File: src/design/mh64_pkg.sv
// Package for the 64-bit murmur hash unit: constants, state and command types.
// No dependencies; imported by the controller, datapath and top level.
`timescale 1ns / 1ps

package mh64_pkg;

   localparam logic [63:0] MIX_MUL   = 64'hc6a4a7935bd1e995;
   localparam int unsigned MIX_SHIFT = 47;

   localparam logic [2:0] ADDR_HASH_SEED = 3'd0;

   typedef enum logic [2:0] {
      ST_IDLE,
      ST_START,
      ST_DISPATCH,
      ST_MUL0,
      ST_MUL1,
      ST_MUL2,
      ST_POST,
      ST_EMIT
   } state_type;

   // Which product the multiply sequence is working on
   typedef enum logic [2:0] {
      PH_INIT,
      PH_K1,
      PH_K2,
      PH_H,
      PH_F
   } phase_type;

   typedef enum logic [2:0] {
      OPND_LEN,
      OPND_WORD,
      OPND_XS_ACC,
      OPND_HASH_ACC,
      OPND_HASH_PART,
      OPND_XS_HASH
   } opnd_sel_type;

   typedef enum logic [1:0] {
      MSTEP_LL,
      MSTEP_LH,
      MSTEP_HL
   } mul_step_type;

   typedef enum logic {
      HASH_SEED_ACC,
      HASH_ACC
   } hash_sel_type;

   typedef struct packed {
      logic         capture;
      logic         opnd_load;
      opnd_sel_type opnd_sel;
      logic         mul_en;
      mul_step_type mul_step;
      logic         hash_load;
      hash_sel_type hash_sel;
      logic         rsp_load;
   } cmd_type;

   typedef struct packed {
      logic full_word;
      logic part_word;
      logic last;
      logic rsp_free;
   } status_type;

endpackage

File: src/design/murmur_hash_64a_unit.sv
// A full word goes through three chained 64-bit multiplies, a 1 to 7 byte tail through one;
// the first word of a message adds a multiply of the length, and the last word (or an empty
// tail, alone) ends with the final multiply before its hash is shown, later while the previous
// hash still waits to be taken. Each multiply makes three passes through one shared 32x32
// multiplier, and the unit takes no new word until the current one is mixed in.
// Reset (synchronous, active high) clears the sequencer, the result valid and the seed.
`timescale 1ns / 1ps

// Top level of the 64-bit murmur hash unit: seed register on the APB-style port,
// sequencer and datapath. Depends on mh64_pkg, mh64_ctrl and mh64_datapath.
module murmur_hash_64a_unit (
   input  logic        clock,
   input  logic        reset,
   // message words
   input  logic        req_valid,
   output logic        req_stall,
   input  logic [63:0] req_data_word,
   input  logic [3:0]  req_byte_count,
   input  logic        req_last_word,
   input  logic [30:0] req_message_length,
   // finished hashes
   output logic        rsp_valid,
   input  logic        rsp_stall,
   output logic [63:0] rsp_hash_value,
   // configuration
   input  logic        psel,
   input  logic        penable,
   input  logic        pwrite,
   input  logic [2:0]  paddr,
   input  logic [31:0] pwdata,
   output logic [31:0] prdata,
   output logic        pready
);
   import mh64_pkg::*;

   logic [31:0] seed_ff;
   logic        seed_wr;
   cmd_type     cmd;
   status_type  status;

   // Seed register: the user must write it only between messages, which the block itself does
   // not enforce; a new value applies from the next first word onwards.
   assign pready  = 1'b1;
   assign seed_wr = psel && penable && pwrite && (paddr == ADDR_HASH_SEED);
   assign prdata  = (paddr == ADDR_HASH_SEED) ? seed_ff : 32'd0;

   always_ff @(posedge clock) begin
      if (reset) begin
         seed_ff <= 32'd0;
      end else if (seed_wr) begin
         seed_ff <= pwdata;
      end
   end

   // Sequencer: one word at a time, hold req_stall until the word is mixed in.
   mh64_ctrl u_ctrl (
      .clock     (clock),
      .reset     (reset),
      .req_valid (req_valid),
      .req_stall (req_stall),
      .status    (status),
      .cmd       (cmd)
   );

   // Datapath: multiplier, running hash and the output word register, which
   // lets a finished hash wait while the next message is accepted.
   mh64_datapath u_datapath (
      .clock              (clock),
      .reset              (reset),
      .cmd                (cmd),
      .status             (status),
      .hash_seed          (seed_ff),
      .req_data_word      (req_data_word),
      .req_byte_count     (req_byte_count),
      .req_last_word      (req_last_word),
      .req_message_length (req_message_length),
      .rsp_valid          (rsp_valid),
      .rsp_stall          (rsp_stall),
      .rsp_hash_value     (rsp_hash_value)
   );

endmodule

File: src/design/mh64_ctrl.sv
// Sequencer for the murmur hash unit: walks each word through the shared multiplier.
// Depends on mh64_pkg.
`timescale 1ns / 1ps

module mh64_ctrl (
   input  logic                clock,
   input  logic                reset,
   input  logic                req_valid,
   output logic                req_stall,
   input  mh64_pkg::status_type status,
   output mh64_pkg::cmd_type    cmd
);
   import mh64_pkg::*;

   state_type state_ff, state_in;
   phase_type phase_ff, phase_in;
   logic      in_msg_ff, in_msg_in;
   logic      accept;

   assign req_stall = (state_ff != ST_IDLE);
   assign accept    = req_valid && (state_ff == ST_IDLE);

   always_ff @(posedge clock) begin
      if (reset) begin
         state_ff  <= ST_IDLE;
         phase_ff  <= PH_INIT;
         in_msg_ff <= 1'b0;
      end else begin
         state_ff  <= state_in;
         phase_ff  <= phase_in;
         in_msg_ff <= in_msg_in;
      end
   end

   // next state
   always_comb begin
      state_in = state_ff;
      case (state_ff)
         ST_IDLE: begin
            if (accept) begin
               state_in = in_msg_ff ? ST_DISPATCH : ST_START;
            end
         end
         ST_START:    state_in = ST_MUL0;
         ST_DISPATCH: state_in = ST_MUL0;
         ST_MUL0:     state_in = ST_MUL1;
         ST_MUL1:     state_in = ST_MUL2;
         ST_MUL2:     state_in = ST_POST;
         ST_POST: begin
            case (phase_ff)
               PH_INIT: state_in = ST_DISPATCH;
               PH_K1:   state_in = ST_MUL0;
               PH_K2:   state_in = ST_MUL0;
               PH_H:    state_in = status.last ? ST_MUL0 : ST_IDLE;
               PH_F:    state_in = ST_EMIT;
               default: state_in = ST_IDLE;
            endcase
         end
         ST_EMIT: begin
            if (status.rsp_free) begin
               state_in = ST_IDLE;
            end
         end
         default: state_in = ST_IDLE;
      endcase
   end

   // outputs
   always_comb begin
      cmd       = '0;
      phase_in  = phase_ff;
      in_msg_in = in_msg_ff;
      case (state_ff)
         ST_IDLE: begin
            cmd.capture = accept;
         end
         ST_START: begin
            cmd.opnd_load = 1'b1;
            cmd.opnd_sel  = OPND_LEN;
            phase_in      = PH_INIT;
         end
         ST_DISPATCH: begin
            cmd.opnd_load = 1'b1;
            if (status.full_word) begin
               cmd.opnd_sel = OPND_WORD;
               phase_in     = PH_K1;
            end else if (status.part_word) begin
               cmd.opnd_sel = OPND_HASH_PART;
               phase_in     = PH_H;
            end else begin
               cmd.opnd_sel = OPND_XS_HASH;
               phase_in     = PH_F;
            end
         end
         ST_MUL0: begin
            cmd.mul_en   = 1'b1;
            cmd.mul_step = MSTEP_LL;
         end
         ST_MUL1: begin
            cmd.mul_en   = 1'b1;
            cmd.mul_step = MSTEP_LH;
         end
         ST_MUL2: begin
            cmd.mul_en   = 1'b1;
            cmd.mul_step = MSTEP_HL;
         end
         ST_POST: begin
            case (phase_ff)
               PH_INIT: begin
                  cmd.hash_load = 1'b1;
                  cmd.hash_sel  = HASH_SEED_ACC;
                  in_msg_in     = 1'b1;
               end
               PH_K1: begin
                  cmd.opnd_load = 1'b1;
                  cmd.opnd_sel  = OPND_XS_ACC;
                  phase_in      = PH_K2;
               end
               PH_K2: begin
                  cmd.opnd_load = 1'b1;
                  cmd.opnd_sel  = OPND_HASH_ACC;
                  phase_in      = PH_H;
               end
               PH_H: begin
                  cmd.hash_load = 1'b1;
                  cmd.hash_sel  = HASH_ACC;
                  if (status.last) begin
                     cmd.opnd_load = 1'b1;
                     cmd.opnd_sel  = OPND_XS_ACC;
                     phase_in      = PH_F;
                  end
               end
               default: begin
               end
            endcase
         end
         ST_EMIT: begin
            if (status.rsp_free) begin
               cmd.rsp_load = 1'b1;
               in_msg_in    = 1'b0;
            end
         end
         default: begin
         end
      endcase
   end

endmodule

File: src/design/mh64_datapath.sv
// Datapath of the murmur hash unit: word capture, shared 32x32 multiplier,
// running hash and result register. Depends on mh64_pkg.
`timescale 1ns / 1ps

module mh64_datapath (
   input  logic                 clock,
   input  logic                 reset,
   input  mh64_pkg::cmd_type    cmd,
   output mh64_pkg::status_type status,
   input  logic [31:0]          hash_seed,
   input  logic [63:0]          req_data_word,
   input  logic [3:0]           req_byte_count,
   input  logic                 req_last_word,
   input  logic [30:0]          req_message_length,
   output logic                 rsp_valid,
   input  logic                 rsp_stall,
   output logic [63:0]          rsp_hash_value
);
   import mh64_pkg::*;

   logic [63:0] word_ff;
   logic [3:0]  count_ff;
   logic        last_ff;
   logic [30:0] len_ff;
   logic [63:0] opnd_ff, opnd_in;
   logic [63:0] acc_ff, acc_in;
   logic [63:0] hash_ff, hash_in;
   logic [63:0] rsp_hash_ff;
   logic        rsp_valid_ff, rsp_valid_in;

   logic [31:0] mul_a, mul_b;
   logic [63:0] prod, term;
   logic [63:0] part_mask;
   logic [63:0] acc_xs;

   assign acc_xs    = acc_ff ^ (acc_ff >> MIX_SHIFT);
   assign part_mask = (64'd1 << {count_ff[2:0], 3'b000}) - 64'd1;

   always_comb begin
      case (cmd.opnd_sel)
         OPND_LEN:       opnd_in = {33'b0, len_ff};
         OPND_WORD:      opnd_in = word_ff;
         OPND_XS_ACC:    opnd_in = acc_xs;
         OPND_HASH_ACC:  opnd_in = hash_ff ^ acc_ff;
         OPND_HASH_PART: opnd_in = hash_ff ^ (word_ff & part_mask);
         OPND_XS_HASH:   opnd_in = hash_ff ^ (hash_ff >> MIX_SHIFT);
         default:        opnd_in = opnd_ff;
      endcase
   end

   // low 64 bits of opnd * MIX_MUL from three 32x32 partial products
   always_comb begin
      case (cmd.mul_step)
         MSTEP_LL: begin
            mul_a = opnd_ff[31:0];
            mul_b = MIX_MUL[31:0];
         end
         MSTEP_LH: begin
            mul_a = opnd_ff[31:0];
            mul_b = MIX_MUL[63:32];
         end
         MSTEP_HL: begin
            mul_a = opnd_ff[63:32];
            mul_b = MIX_MUL[31:0];
         end
         default: begin
            mul_a = opnd_ff[31:0];
            mul_b = MIX_MUL[31:0];
         end
      endcase
   end

   assign prod   = {32'b0, mul_a} * {32'b0, mul_b};
   assign term   = (cmd.mul_step == MSTEP_LL) ? prod : {prod[31:0], 32'b0};
   assign acc_in = ((cmd.mul_step == MSTEP_LL) ? 64'd0 : acc_ff) + term;

   assign hash_in = (cmd.hash_sel == HASH_SEED_ACC) ? ({32'b0, hash_seed} ^ acc_ff) : acc_ff;

   assign rsp_valid_in = cmd.rsp_load || (rsp_valid_ff && rsp_stall);

   always_ff @(posedge clock) begin
      if (reset) begin
         rsp_valid_ff <= 1'b0;
      end else begin
         rsp_valid_ff <= rsp_valid_in;
      end
   end

   always_ff @(posedge clock) begin
      if (cmd.capture) begin
         word_ff  <= req_data_word;
         count_ff <= req_byte_count;
         last_ff  <= req_last_word;
         len_ff   <= req_message_length;
      end
      if (cmd.opnd_load) begin
         opnd_ff <= opnd_in;
      end
      if (cmd.mul_en) begin
         acc_ff <= acc_in;
      end
      if (cmd.hash_load) begin
         hash_ff <= hash_in;
      end
      if (cmd.rsp_load) begin
         rsp_hash_ff <= acc_xs;
      end
   end

   assign status.full_word = !last_ff || count_ff[3];
   assign status.part_word = (count_ff[2:0] != 3'd0);
   assign status.last      = last_ff;
   assign status.rsp_free  = !rsp_valid_ff || !rsp_stall;

   assign rsp_valid      = rsp_valid_ff;
   assign rsp_hash_value = rsp_hash_ff;

endmodule

File: config.mk
export PLATFORM = sky130hd
export DESIGN_NAME = murmur_hash_64a_unit
export DESIGN_NICKNAME = d
export VERILOG_FILES = /design/src/design/mh64_pkg.sv /design/src/design/murmur_hash_64a_unit.sv /design/src/design/mh64_ctrl.sv /design/src/design/mh64_datapath.sv
export SDC_FILE = /design/constraint.sdc
export NUM_CORES = 2
export LEC_CHECK = 0
export BUFFER_PORTS_ARGS = -buffer_cell sky130_fd_sc_hd__buf_2
export CORE_ASPECT_RATIO = 0.5
export CORE_MARGIN = 8
export CORE_UTILIZATION = 45
export CTS_CLUSTER_SIZE = 10
export DETAILED_ROUTE_END_ITERATION = 6
export GPL_TIMING_DRIVEN = 0
export PLACE_DENSITY_LB_ADDON = 0.05
export SLEW_MARGIN = 20
export SYNTH_ARGS = -nofsm -noshare
export SYNTH_HDL_FRONTEND = slang
export SYNTH_HIERARCHICAL = 1
export SYNTH_SLANG_ARGS = --single-unit
File: constraint.sdc
create_clock -name clock -period 12.6 [get_ports clock]
set_input_delay 2.52 -clock clock [delete_from_list [all_inputs] [get_ports clock]]
set_output_delay 2.52 -clock clock [all_outputs]
set_load 0.02 [all_outputs]
## After elaboration in Yosys (flattened, before gate mapping)

Cells that the tools add are included.

- $add $sub $neg: 2
- Multiply operators: 1
- Eq/ne operators: 23
- Shift operators: 1
- Mux-type cells: 32
- Bitwise logic cells: 6
- Reduce and logical (&&, ||, !) cells: 27

Operators by type and width:

| operator | number |
|---|---|
| 64-bit one-hot mux with 6 select lines | 1 |
| 64-bit 2-to-1 mux | 3 |
| 64-bit by 17-bit XOR with 64-bit output | 2 |
| 64-bit XOR | 2 |
| 32-bit 2-to-1 mux | 3 |
| 64-bit adder | 1 |
| 64-bit bitwise AND | 1 |
| 32-bit by 32-bit multiplier with 64-bit output | 1 |
| 1-bit by 6-bit left shift with 64-bit output (first input constant) | 1 |
| 64-bit by 1-bit subtractor with 64-bit output (second input constant) | 1 |
| 32-bit by 64-bit XOR with 64-bit output | 1 |
| 3-bit one-hot mux with 3 select lines | 3 |
| 4-bit one-hot mux with 3 select lines | 2 |
| 3-bit equality test (second input constant) | 7 |
| 3-bit one-hot mux with 7 select lines | 1 |
| 3-bit by 2-bit equality test with 1-bit output (second input constant) | 6 |
| 3-bit 2-to-1 mux | 6 |
| 3-bit zero test | 4 |
| 3-bit one-hot mux with 4 select lines | 1 |
| 3-bit by 1-bit equality test with 1-bit output (second input constant) | 3 |
| 3-bit nonzero test | 3 |
| 1-bit 2-to-1 mux | 6 |
| 2-bit 2-to-1 mux | 3 |
| 3-bit AND reduction | 2 |
| other kinds (17) | 28 |

- Bits in registers: 396
- Input port bits: 142
- Word-level logic and storage cells: 105

## Logic depth before layout (Yosys ltp)

- Depth after elaboration: 7
- Gate-level depth with buffers: 52
- Depth with buffers taken out: 46

## By module

Netlist, hierarchy kept.

By module, submodules not included:

| module | times used | cells an instance | area each (um^2) | seq. area each (um^2) |
|---|---|---|---|---|
| mh64_datapath | 1 | 4088 | 42587.1 | 10710.3 |
| murmur_hash_64a_unit | 1 | 178 | 1711.6 | 640.6 |
| mh64_ctrl | 1 | 70 | 540.5 | 140.1 |

## Least setup slack after synthesis

No wires, ideal clock.

- Kind: register -> register
- From: register u_ctrl.state_ff[1]
- To: register u_datapath.acc_ff[63], data pin
- Library setup time: 0.262 ns
- Arrival: 11.653 ns
- Required time: 12.338 ns
- Path slack: 0.685 ns
- Cell stages (with the launch flop): 49
- Clock period less this slack: 11.915 ns
- Cells stage by stage: dfxtp_1 -> buf_6 -> or2b_2 -> nor2_2 -> clkbuf_1 -> nor2b_1 -> clkbuf_1 -> buf_1 -> buf_1 -> mux2i_1 -> inv_1 -> nand2_1 -> inv_1 -> ha_1 -> fa_1 -> inv_1 -> fa_1 -> fa_1 -> [... 13 more ...] -> a21o_1 -> a41o_1 -> a21o_1 -> a221oi_1 -> xor2_1 -> o21ai_0 -> ha_1 -> nand2_1 -> a2111oi_0 -> a211oi_1 -> a31oi_1 -> o211a_1 -> o21a_1 -> o21a_1 -> o21ai_0 -> nand2b_1 -> a21oi_1 -> xnor2_1

RTL lines:

| what | RTL line | text |
|---|---|---|
| from (decl) | mh64_ctrl.sv:15 | `state_type state_ff, state_in;` |
| from (signal assigned) | mh64_ctrl.sv:29 | `state_ff <= state_in;` |
| to (signal assigned) | mh64_datapath.sv:100 | `acc_ff <= acc_in;` |
| to (decl) | mh64_datapath.sv:26 | `logic [63:0] acc_ff, acc_in;` |

==> results.sh <==
export IMPL_muxShareOfSynthArea_pct=1.956
export IMPL_cts_sinks=396
export IMPL_h_tree_depth=2
export IMPL_syn2layout_area_growth_pct=14.91
export IMPL_ys_types=96
export IMPL_wl_per_cell_um=29.84
export IMPL_yosys_register_bits=396
export IMPL_hold_path_startpoint="seed_ff[30]"
export IMPL_port_buffers=239
export IMPL_rr_startpoint="u_ctrl/state_ff[1]"
export IMPL_worst_slew_pin_slew_ns=1.218
export IMPL_clock_skew_ns=0.02779
export IMPL_cpMostUsedCell="fa_1"
export IMPL_synth_edf_count=356
export IMPL_finalSetupViolations=0
export IMPL_hold_viol=0
export IMPL_cpPeakStageDelay_ns=0.64
export IMPL_cts_tree="done"
export IMPL_fin_cells=6126
export IMPL_die_y_um=239.2
export IMPL_ctsLongestPathBuffers=3
export IMPL_synth_compound_area_share_pct=10.77
export IMPL_drt_total_wl_mm=182.8
export IMPL_synthArstFlopShare_pct=0
export IMPL_drv_slew=0
export IMPL_final_net_count=5944
export IMPL_grt_max_degree=28
export IMPL_die_w_um=462.4
export IMPL_r2r_setup_slack_ns=0.30
export IMPL_status="finished, final reports clean"
export IMPL_overflow=0
export IMPL_fmax_ghz=0.08129
export IMPL_core_area_mm2=0.09942
export IMPL_clockRootBuffer="clkbuf_16"
export IMPL_clk_pin_slew_worst_paths_ns=0.06
export IMPL_crit_start="u_ctrl/state_ff[1]"
export IMPL_drive_gt1_share_pct=14.41
export IMPL_synthCells=4336
export IMPL_dieArea_mm2=0.1106
export IMPL_insertion_delay_ns=0.60
export IMPL_cts_inserted_buffers=45
export IMPL_yosysWarnings=6
export IMPL_rows=82
export IMPL_cp_end_kind="register"
export IMPL_crit_family="adder cells"
export IMPL_place_worst_setup_slack_ns=-3.514
export IMPL_fin_crit_sh_pct=97.63
export IMPL_slowest_stage="fa_1"
export IMPL_worst_setup_path_type="register to register"
export IMPL_cp_data_required_time_ns=12.94
export IMPL_via_count=35040
export IMPL_worstPathMaxFanout=10
export IMPL_slew_headroom_pct=18.81
export IMPL_grt_pass1_vias=32760
export IMPL_startpoint_type="register"
export IMPL_crit_buf_inv=7
export IMPL_io_pins=241
export IMPL_critical_path_arrival_ns=12.64
export IMPL_gp_congestion=1.016
export IMPL_hpwl_mm=156.2
export IMPL_synth_main_ff_cell="edfxtp_1"
export IMPL_synth_top_family_by_area="adder cells"
export IMPL_grt_first_pass_wirelength_mm=254.1
export IMPL_syn_avg_cell_area_um2=10.34
export IMPL_placedCellCount=5939
export IMPL_synth_sequential_area_ratio_pct=25.63
export IMPL_grt_total_usage_pct=32.15
export IMPL_setup_slack_ns=0.2986
export IMPL_synth_area_mm2=0.04484
export IMPL_ant_nets=0
export IMPL_first_pass_iters=6
export IMPL_drtIter0Drc=5238
export IMPL_synth_xor_area_share_pct=3.887
export IMPL_hold_path_class="register to register"
export IMPL_floorplan_initialDensity_pct=45.10
export IMPL_period_minus_slack_ns=12.30
export IMPL_antenna_found_initial=9
export IMPL_synth_fa_ha_area_share_pct=39.68
export IMPL_avgViaCountPerCell=5.719
export IMPL_cap_viol_max_count=0
export IMPL_yosys_area_share_simple_pct=9.337
export IMPL_drc_errors=0
## synthesized netlist by cell type (all sizes together), types with 40 or more instances
master    n  area share, %
xor2     58            1.1
mux2i    64            1.4
nor2    166            1.4
nand2   271            2.3
nor3     40           0.48
fa      620             28
nand2b   95            1.3
inv     849            7.1
a22oi    96            1.6
a21oi   206            2.3
a21o     56           0.94
xnor2   141            2.8
ha      430             12
o21ai   155            1.7
nand3    57           0.64
clkbuf  139            1.2
and2     81            1.1
dfxtp    40            1.8
edfxtp  356             24
## final timing paths
kind / endpoint / depth (start not counted)
max: u_datapath/acc_ff[63] / 44
min: seed_ff[30] / 2
max reg2reg: u_datapath/acc_ff[63] / 44
min reg2reg: seed_ff[30] / 2
## kinds of logic (layout without fill, tap and decap cells)
group | Yosys count | count (layout)
AOI/OAI and AO/OA | 739 | 739
xor gates and xnor gates | 199 | 199
adders and majority gates | 1050 | 1050
buffers and inverters | 1018 | 1458
DFF | 396 | 396
muxes | 85 | 85
other | 3 | 9
and+or+nand+nor | 846 | 846
## area by class of cell
type,instances,area (um2)
Fill cell,9115,47890
Multi-Input combinational cell,2926,30400
Sequential cell,396,11490
Inverter,852,3321
Timing Repair Buffer,374,2535
Tap cell,1344,1682
Clock buffer,74,1287
Buffer,157,795.8
Clock inverter,1,8.758
Antenna cell,2,5.005
## routing by layer
layer  part of all wire [%]  track usage [%]  vias to the layer above
met5                  0.015                0                        -
met4                   0.90            3.335                        4
met3                     17            15.87                      125
met2                     33            35.69                     2139
met1                     49            53.84                    17610
li1                       -                -                    15160
## sequential cells by signal, summed over array words and instances (netlist names), named ones only
signal                     count
u_ctrl/state_ff                3
u_datapath/acc_ff             63
u_datapath/rsp_hash_value     64
seed_ff                       32
u_datapath/last_ff             1
u_ctrl/in_msg_ff               1
u_datapath/hash_ff            64
u_datapath/rsp_valid           1
u_ctrl/phase_ff                3
u_datapath/count_ff            4
u_datapath/word_ff            64
u_datapath/len_ff             31
u_datapath/opnd_ff            64
## tightest hold or removal path, stage by stage, from the launching register on
cell	delay [ns]
dfxtp_1	0.32
nand2b_1	0.06
mux2i_1	0.06
## cells in the final DEF (no fill, tap or decap), types with 137 or more instances in the layout
master,count
o21ai_0,143
xnor2_1,137
ha_1,414
nand2_1,236
fa_1,606
inv_1,811
nor2_1,155
buf_2,242
clkbuf_1,144
a21oi_1,194
edfxtp_1,356
## timing repair
item                                    in CTS  in global routing
pin swaps                                    6                 34
setup buffers                               21                 97
endpoints found under the setup margin      31                 16
cloned                                       0                  1
hold buffers                                 0                  0
gates resized for setup                    155                140
## metrics by stage
| stage | setup TNS, ns | hold slack (ns) | util (%) | area [um2] |
|---|---|---|---|---|
| finish | 0 | 0.4868 | 51.82 | 51520 |
| global route | -0.05604 | 0.5046 | 51.82 | 51520 |
| CTS | 0 | 0.4895 | 50.45 | 50160 |
| detailed placement | -66.21 | 0.4735 | 48.49 | 48210 |
| global placement | -79.32 | 0.4784 | 48.01 | 47730 |
| floorplan | 0 | 0.4480 | - | 44850 |
Power is not shown: default switching activity piles up to over one toggle a cycle in this logic, so the estimate is an artifact.
